$ cat src/sv/klex_pkg.sv
// Package for kth_lexicographic_number: widths, microcode word format and the program ROM.
package klex_pkg;

   localparam int VALUE_BITS = 30;
   localparam int WIDE_BITS  = VALUE_BITS + 4;
   localparam int RADIX      = 10;

   localparam int STEP_COUNT = 5;
   localparam int STEP_BITS  = $clog2(STEP_COUNT);

   localparam logic [STEP_BITS-1:0] STEP_WAIT = STEP_BITS'(0);
   localparam logic [STEP_BITS-1:0] STEP_TEST = STEP_BITS'(1);
   localparam logic [STEP_BITS-1:0] STEP_SACC = STEP_BITS'(2);
   localparam logic [STEP_BITS-1:0] STEP_MOVE = STEP_BITS'(3);
   localparam logic [STEP_BITS-1:0] STEP_EMIT = STEP_BITS'(4);

   typedef enum logic [2:0] {
      OP_NOP,
      OP_LOAD,
      OP_ACC,
      OP_MOVE,
      OP_EMIT
   } op_type;

   typedef enum logic [2:0] {
      COND_NEVER,
      COND_ALWAYS,
      COND_NO_REQ,
      COND_STOP,
      COND_IN_RANGE,
      COND_OUT_BUSY
   } cond_type;

   typedef struct packed {
      op_type                 op;
      cond_type               cond;
      logic [STEP_BITS-1:0]   target;
   } ctrl_word_type;

   // jump to target when cond holds, else fall through to the next step
   function automatic ctrl_word_type klex_rom(input logic [STEP_BITS-1:0] step);
      ctrl_word_type w;
      unique case (step)
         STEP_WAIT: w = '{op: OP_LOAD, cond: COND_NO_REQ,   target: STEP_WAIT};
         STEP_TEST: w = '{op: OP_NOP,  cond: COND_STOP,     target: STEP_EMIT};
         STEP_SACC: w = '{op: OP_ACC,  cond: COND_IN_RANGE, target: STEP_SACC};
         STEP_MOVE: w = '{op: OP_MOVE, cond: COND_ALWAYS,   target: STEP_TEST};
         STEP_EMIT: w = '{op: OP_EMIT, cond: COND_OUT_BUSY, target: STEP_EMIT};
         default:   w = '{op: OP_NOP,  cond: COND_ALWAYS,   target: STEP_WAIT};
      endcase
      return w;
   endfunction

endpackage

$ cat src/sv/kth_lexicographic_number.sv
// Top level: k-th smallest of 1..n in decimal string order, microcoded sequencer.
//
// Usage: present limit n and rank k on req_limit/req_rank with req_valid; the
// word is taken when req_valid is high and req_stall is low. One result word
// (rsp_answer, rsp_invalid) follows on the rsp_ channel for every request.
// A rank of zero or above the limit gives rsp_invalid = 1 and answer 0.
// One request is worked on at a time. A five-step microprogram walks the
// decimal prefix tree: per visited node it counts the node's subtree one
// decimal level per cycle, then skips the subtree or descends into it.
// The walk visits at most 10 levels and 10 nodes per level. Invalid requests
// go from the test step straight to the emit step. One idle step follows each
// result before the wait step, so a new request is taken only after the
// previous result has been emitted and that idle step has passed.
// The result sits in an output register; a new request is taken while it
// waits. A held rsp_stall keeps the result stable and, once the next result
// is ready, holds the sequencer on its final step.
// Reset (synchronous, active high) returns the sequencer to its wait step and
// drops rsp_valid; no clearing pass is needed.
module kth_lexicographic_number (
   input  logic                             clock,
   input  logic                             reset,
   input  logic                             req_valid,
   output logic                             req_stall,
   input  logic [klex_pkg::VALUE_BITS-1:0]  req_limit,
   input  logic [klex_pkg::VALUE_BITS-1:0]  req_rank,
   output logic                             rsp_valid,
   input  logic                             rsp_stall,
   output logic [klex_pkg::VALUE_BITS-1:0]  rsp_answer,
   output logic                             rsp_invalid
);

   localparam int W  = klex_pkg::VALUE_BITS;
   localparam int WW = klex_pkg::WIDE_BITS;

   logic [klex_pkg::STEP_BITS-1:0] step_ff, step_in;
   logic [W-1:0]  limit_ff, limit_in;
   logic [W-1:0]  node_ff, node_in;
   logic [W-1:0]  left_ff, left_in;
   logic [WW-1:0] first_ff, first_in;
   logic [W-1:0]  last_ff, last_in;
   logic [W-1:0]  total_ff, total_in;
   logic          invalid_ff, invalid_in;
   logic          rsp_valid_ff, rsp_valid_in;
   logic [W-1:0]  rsp_answer_ff, rsp_answer_in;
   logic          rsp_invalid_ff, rsp_invalid_in;

   klex_pkg::ctrl_word_type ctrl;
   logic          in_range;
   logic          out_busy;
   logic          cond_true;
   logic [W-1:0]  first_low;
   logic [WW-1:0] first_x10;
   logic [WW-1:0] last_x10p9;
   logic [W-1:0]  node_x10;
   logic [W-1:0]  count;
   logic          skip;
   logic [W-1:0]  node_nx;

   assign req_stall   = (step_ff != klex_pkg::STEP_WAIT);
   assign rsp_valid   = rsp_valid_ff;
   assign rsp_answer  = rsp_answer_ff;
   assign rsp_invalid = rsp_invalid_ff;

   always_comb begin
      ctrl       = klex_pkg::klex_rom(step_ff);
      in_range   = (first_ff <= WW'(limit_ff));
      out_busy   = rsp_valid_ff && rsp_stall;
      first_low  = first_ff[W-1:0];
      first_x10  = (WW'(first_low) << 3) + (WW'(first_low) << 1);
      last_x10p9 = (WW'(last_ff) << 3) + (WW'(last_ff) << 1) + WW'(klex_pkg::RADIX - 1);
      node_x10   = (node_ff << 3) + (node_ff << 1);
      count      = last_ff - first_low + W'(1);
      skip       = (total_ff <= left_ff);
      node_nx    = skip ? node_ff + W'(1) : node_x10;

      unique case (ctrl.cond)
         klex_pkg::COND_NEVER:    cond_true = 1'b0;
         klex_pkg::COND_ALWAYS:   cond_true = 1'b1;
         klex_pkg::COND_NO_REQ:   cond_true = !req_valid;
         klex_pkg::COND_STOP:     cond_true = invalid_ff || (left_ff == '0);
         klex_pkg::COND_IN_RANGE: cond_true = in_range;
         klex_pkg::COND_OUT_BUSY: cond_true = out_busy;
         default:                 cond_true = 1'b1;
      endcase

      step_in = cond_true ? ctrl.target : step_ff + klex_pkg::STEP_BITS'(1);

      limit_in       = limit_ff;
      node_in        = node_ff;
      left_in        = left_ff;
      first_in       = first_ff;
      last_in        = last_ff;
      total_in       = total_ff;
      invalid_in     = invalid_ff;
      rsp_answer_in  = rsp_answer_ff;
      rsp_invalid_in = rsp_invalid_ff;
      rsp_valid_in   = rsp_valid_ff && rsp_stall;

      unique case (ctrl.op)
         klex_pkg::OP_NOP: begin
         end
         klex_pkg::OP_LOAD: begin
            if (req_valid) begin
               limit_in   = req_limit;
               invalid_in = (req_rank == '0) || (req_rank > req_limit);
               node_in    = W'(1);
               left_in    = req_rank - W'(1);
               first_in   = WW'(1);
               last_in    = W'(1);
               total_in   = '0;
            end
         end
         klex_pkg::OP_ACC: begin
            if (in_range) begin
               total_in = total_ff + count;
               first_in = first_x10;
               last_in  = (last_x10p9 > WW'(limit_ff)) ? limit_ff : last_x10p9[W-1:0];
            end
         end
         klex_pkg::OP_MOVE: begin
            left_in  = skip ? left_ff - total_ff : left_ff - W'(1);
            node_in  = node_nx;
            first_in = WW'(node_nx);
            last_in  = node_nx;
            total_in = '0;
         end
         klex_pkg::OP_EMIT: begin
            if (!out_busy) begin
               rsp_valid_in   = 1'b1;
               rsp_answer_in  = invalid_ff ? '0 : node_ff;
               rsp_invalid_in = invalid_ff;
            end
         end
         default: begin
         end
      endcase
   end

   always_ff @(posedge clock) begin
      if (reset) begin
         step_ff      <= klex_pkg::STEP_WAIT;
         rsp_valid_ff <= 1'b0;
      end else begin
         step_ff      <= step_in;
         rsp_valid_ff <= rsp_valid_in;
      end
      limit_ff       <= limit_in;
      node_ff        <= node_in;
      left_ff        <= left_in;
      first_ff       <= first_in;
      last_ff        <= last_in;
      total_ff       <= total_in;
      invalid_ff     <= invalid_in;
      rsp_answer_ff  <= rsp_answer_in;
      rsp_invalid_ff <= rsp_invalid_in;
   end

`ifndef SYNTHESIS
   a_accept_to_test: assert property (@(posedge clock) disable iff (reset)
      req_valid && !req_stall |=> step_ff == klex_pkg::STEP_TEST)
      else $error("accepted word did not start the program");

   a_last_bounded: assert property (@(posedge clock) disable iff (reset)
      (step_ff == klex_pkg::STEP_SACC || step_ff == klex_pkg::STEP_MOVE) && !invalid_ff
      |-> last_ff <= limit_ff)
      else $error("subtree upper bound above limit");

   a_subtree_nonempty: assert property (@(posedge clock) disable iff (reset)
      step_ff == klex_pkg::STEP_MOVE && !invalid_ff |-> total_ff != '0)
      else $error("visited node has empty subtree");
`endif

endmodule

$ cat config.mk
export PLATFORM = sky130hd
export DESIGN_NAME = kth_lexicographic_number
export DESIGN_NICKNAME = d
export VERILOG_FILES = /design/src/sv/klex_pkg.sv /design/src/sv/kth_lexicographic_number.sv
export SDC_FILE = /design/constraint.sdc
export NUM_CORES = 1
export LEC_CHECK = 0
export ABC_AREA = 1
export BUFFER_PORTS_ARGS = -buffer_cell sky130_fd_sc_hd__clkbuf_2
export CELL_PAD_IN_SITES_DETAIL_PLACEMENT = 1
export CELL_PAD_IN_SITES_GLOBAL_PLACEMENT = 2
export CORE_ASPECT_RATIO = 0.75
export CORE_UTILIZATION = 34
export DETAILED_ROUTE_END_ITERATION = 8
export PLACE_DENSITY_LB_ADDON = 0.25
export SLEW_MARGIN = 20
export SYNTH_ARGS = -nofsm -noshare
export SYNTH_HDL_FRONTEND = slang
export SYNTH_SLANG_ARGS = --single-unit
$ cat constraint.sdc
create_clock -name clock -period 4.4 [get_ports clock]
set_input_delay 0.66 -clock clock [delete_from_list [all_inputs] [get_ports clock]]
set_output_delay 0.66 -clock clock [all_outputs]
set_load 0.005 [all_outputs]
==> summary by stage <==
Outcome
The run finished, with violations left. The checks that failed: setup timing.

Synth
The sequential area share after synthesis is 29.0%. The Yosys step of the flow raised 0 warnings. Among all flip-flop cells after synthesis, the most frequent one is edfxtp_1.

In the synthesized netlist the async set-or-reset flop fraction comes to 0%. The mapped netlist covers 22600 um2. The number of nets produced by synthesis is 3430. The synthesis-stage register bit count is 220. The number of enable-type register cells in the synthesized netlist is 216. Yosys mapped the design onto 59 distinct sky130hd cell types. The synthesized netlist cell count is 3065. The average instance in the mapped netlist occupies 7.38 um2.

Layout
The area growth from synthesis to layout is 21.7%. The multi-input combinational cells in the finished layout cover a total of 15100 um2. The share of final-layout standard cells stronger than drive strength 1 is 16.2%. The most frequent standard cell in the layout excluding fill and tap cells is nand2_1.

The number of nets in the layout is 3685. The combined flip-flop and latch cell area is 6570 um2. The layout has 8147 filler cells. In the layout the commonest cells are nand2_1, inv_1, nor2_1, a21oi_1, ha_1. The count of inserted antenna diode cells is 0. The finished cells cover 27500 um2.

Worst setup path
The critical setup path kind is register to register. The worst stage delay on the critical path is 0.50 ns. Among the stages of the critical path, the cell type that occurs most often is nand2_1. The critical path launch point is last_ff[3]. The cell family with the largest share of critical-path delay is simple AND/OR/NAND/NOR gates. The nature of the critical path endpoint is a register.

The combined buffer and inverter count along the critical path is 6. The worst register-to-register path begins at last_ff[3]. The critical path data arrival time is 4.88 ns. For the worst setup path, the data required time is 4.74 ns. In this run the number of cells on the critical path is 28. The worst-path maximum fanout is 6. The number of cells on the worst reg-to-reg path is 28. On the critical path, the stage with the largest delay is an instance of edfxtp_1. STA classifies the critical path startpoint as a register.

GRT
The initial antenna violation count is 1. The maximum number of pins on one net before global-route repair is 94. Global routing finished with a remaining overflow of 0. The total global-route track usage is 27.3%. The wire length of the first global-routing pass is 141000 um.

The via count of the first global-routing pass is 22762.

Floorplan
The initial standard-cell utilization of the core is 34.6%. The number of top-level pins is 97. The floorplan step set the die width to 300 um.

The die covers 67600 um2. The core region is 65500 um2. The y dimension of the die is 225 um. The initialized floorplan defines 81 standard-cell rows.

STA
The final critical-path setup slack is -0.138 ns. The final critical path takes up 103% of the cycle. Timing would allow up to 220 MHz. The worst slew slack as a fraction of its limit is 34.8%. For the pin with the worst max-slew slack, the measured transition is 0.969 ns.

The number of setup violations in the final report is 30. The hold violation total from the final report is 0. Setup repair after global routing could not meet its margin everywhere. Hold is met by 0.272 ns. The number of pins with negative max-slew slack in the final report is 0.

The clock skew is 0.0343 ns. After layout, the minimum clock period comes to 4.54 ns.

Drt
The number of design rule violations left after detail routing is 0. The total iterations of the first detailed-routing run is 5. The count of nets left with antenna violations once routing finished came out at 0.

The via count is 22949. The post-detailed-route via-to-cell ratio is 5.45. Summed over all layers, the routed wires come to 96500 um. After detailed routing, the average wire length per cell comes to 22.9 um. The number of DRC violations after detailed-routing iteration 0 is 1655.

Min path
Counting instances, the worst hold path has a depth of 1. The start point of the worst min-delay path is req_limit[3]. The worst hold path belongs to the class input pin to register.

CTS
The tree is rooted in a clkbuf_16. The source-to-sink clock delay at the later pin of the worst-skew pair is 0.61 ns. The clock passes through at most 3 buffers. Clock-pin slew was measured on the worst setup and hold paths at 0.07 ns. The clock drives 220 sinks. The number of clock buffers added by TritonCTS is 30.

The total of hold buffers inserted after clock tree synthesis is 0. The TritonCTS clock tree is yes. The number of H-tree levels is 1.

Place
After detailed placement, the total cell area comes to 24900 um2. Routability-driven placement finished with a final weighted congestion of 0.912. The HPWL after detailed placement is 76900 um. Port buffering added 96 buffers.

Job
The tool flagged a number of max-cap violations equal to 0.
## through the flow
step	worst slack (ns)	setup TNS [ns]	util, %	instances
2_1_floorplan	0.0956	0	-	3065
3_3_place_gp	-0.552	-15.72	38.0	4102
3_5_place_dp	-0.588	-16.37	38.0	4102
4_1_cts	0.00162	0	39.9	4168
5_1_grt	-0.250	-6.02	42.1	4214
6_report	-0.138	-2.47	42.1	4214
## timing repair
action / in CTS / in global routing
setup buffers: 10 / 44
endpoints found under the setup margin: 30 / 30
hold endpoints to repair: 0 / 0
gates resized for setup: 38 / 178
gates cloned: 1 / 4
pin swaps: 11 / 76
## flip-flops by register name, indices dropped and copies added (netlist names)
register,count
rsp_valid,1
total_ff,30
first_ff,34
node_ff,30
rsp_invalid,1
invalid_ff,1
rsp_answer,30
left_ff,30
last_ff,30
step_ff,3
limit_ff,30
## routing by layer
metal  routed length (um)  GRT usage (%)  vias up
li1                     -              -    10835
met1                49400           42.5    11310
met2                39700           40.1      681
met3                 5150           2.54      123
met4                 2230           5.55        0
met5                    0              0        -
## worst paths after layout
check	to	slack, ns
hold reg to reg	rsp_valid	0.49
setup / recovery	last_ff[20]	-0.14
hold / removal	limit_ff[3]	0.27
setup reg to reg	last_ff[20]	-0.14
## cell type report
class / instances / area share (%)
Inverter: 493 / 6.72
Sequential cell: 220 / 23.8
Tap cell: 871 / 3.96
Clock inverter: 15 / 0.477
Multi-Input combinational cell: 2307 / 54.9
Clock buffer: 40 / 2.94
Timing Repair Buffer: 268 / 7.14
## logic make-up after synthesis
kind of cell | count (synthesis) | share of synthesized area (%)
and+or+nand+nor | 1317 | 25.0
DFF | 220 | 29.0
adders and majority gates | 301 | 17.7
AOI/OAI and AO/OA | 569 | 14.2
buffers and inverters | 538 | 9.34
xor gates and xnor gates | 120 | 4.64
## synthesized netlist by cell type, types with 5 or more instances
cell type	n	area share, %
nand2_1	642	11
inv_1	485	8.0
nor2_1	321	5.3
ha_1	268	15
a21oi_1	254	5.6
edfxtp_1	216	29
nand3_1	153	3.4
o21ai_0	150	3.3
xor2_1	80	3.1
nand4_1	77	2.1
nor3_1	45	1.0
xnor2_1	40	1.5
fa_1	33	2.9
o21ai_1	31	0.69
nor4_1	26	0.72
a21o_1	25	0.83
o21bai_1	21	0.70
o21a_1	17	0.56
a31oi_1	13	0.36
clkbuf_1	13	0.22
buf_2	12	0.27
o211ai_1	12	0.40
or2_2	10	0.28
a21boi_0	8	0.27
nand3b_1	8	0.27
nor2_2	8	0.22
buf_4	7	0.23
buf_6	7	0.35
inv_2	7	0.12
buf_1	6	0.10
a221oi_1	5	0.19
o21ai_2	5	0.19
## worst reg2reg max path, delay by kind of cell, from the launching register on
| kind | cells | cell delay (ns) |
|---|---|---|
| AND/OR/NAND/NOR | 14 | 1.31 |
| buffers and inverters | 6 | 0.78 |
| adder cells (fa/ha/maj) | 3 | 0.77 |
| AO/OA/AOI/OAI | 4 | 0.68 |
| flip-flops | 1 | 0.50 |
| XOR/XNOR | 1 | 0.24 |
Power is left out: the tool's default activity adds up to more than one toggle a clock period on the data nets, which glitch-free logic cannot reach.
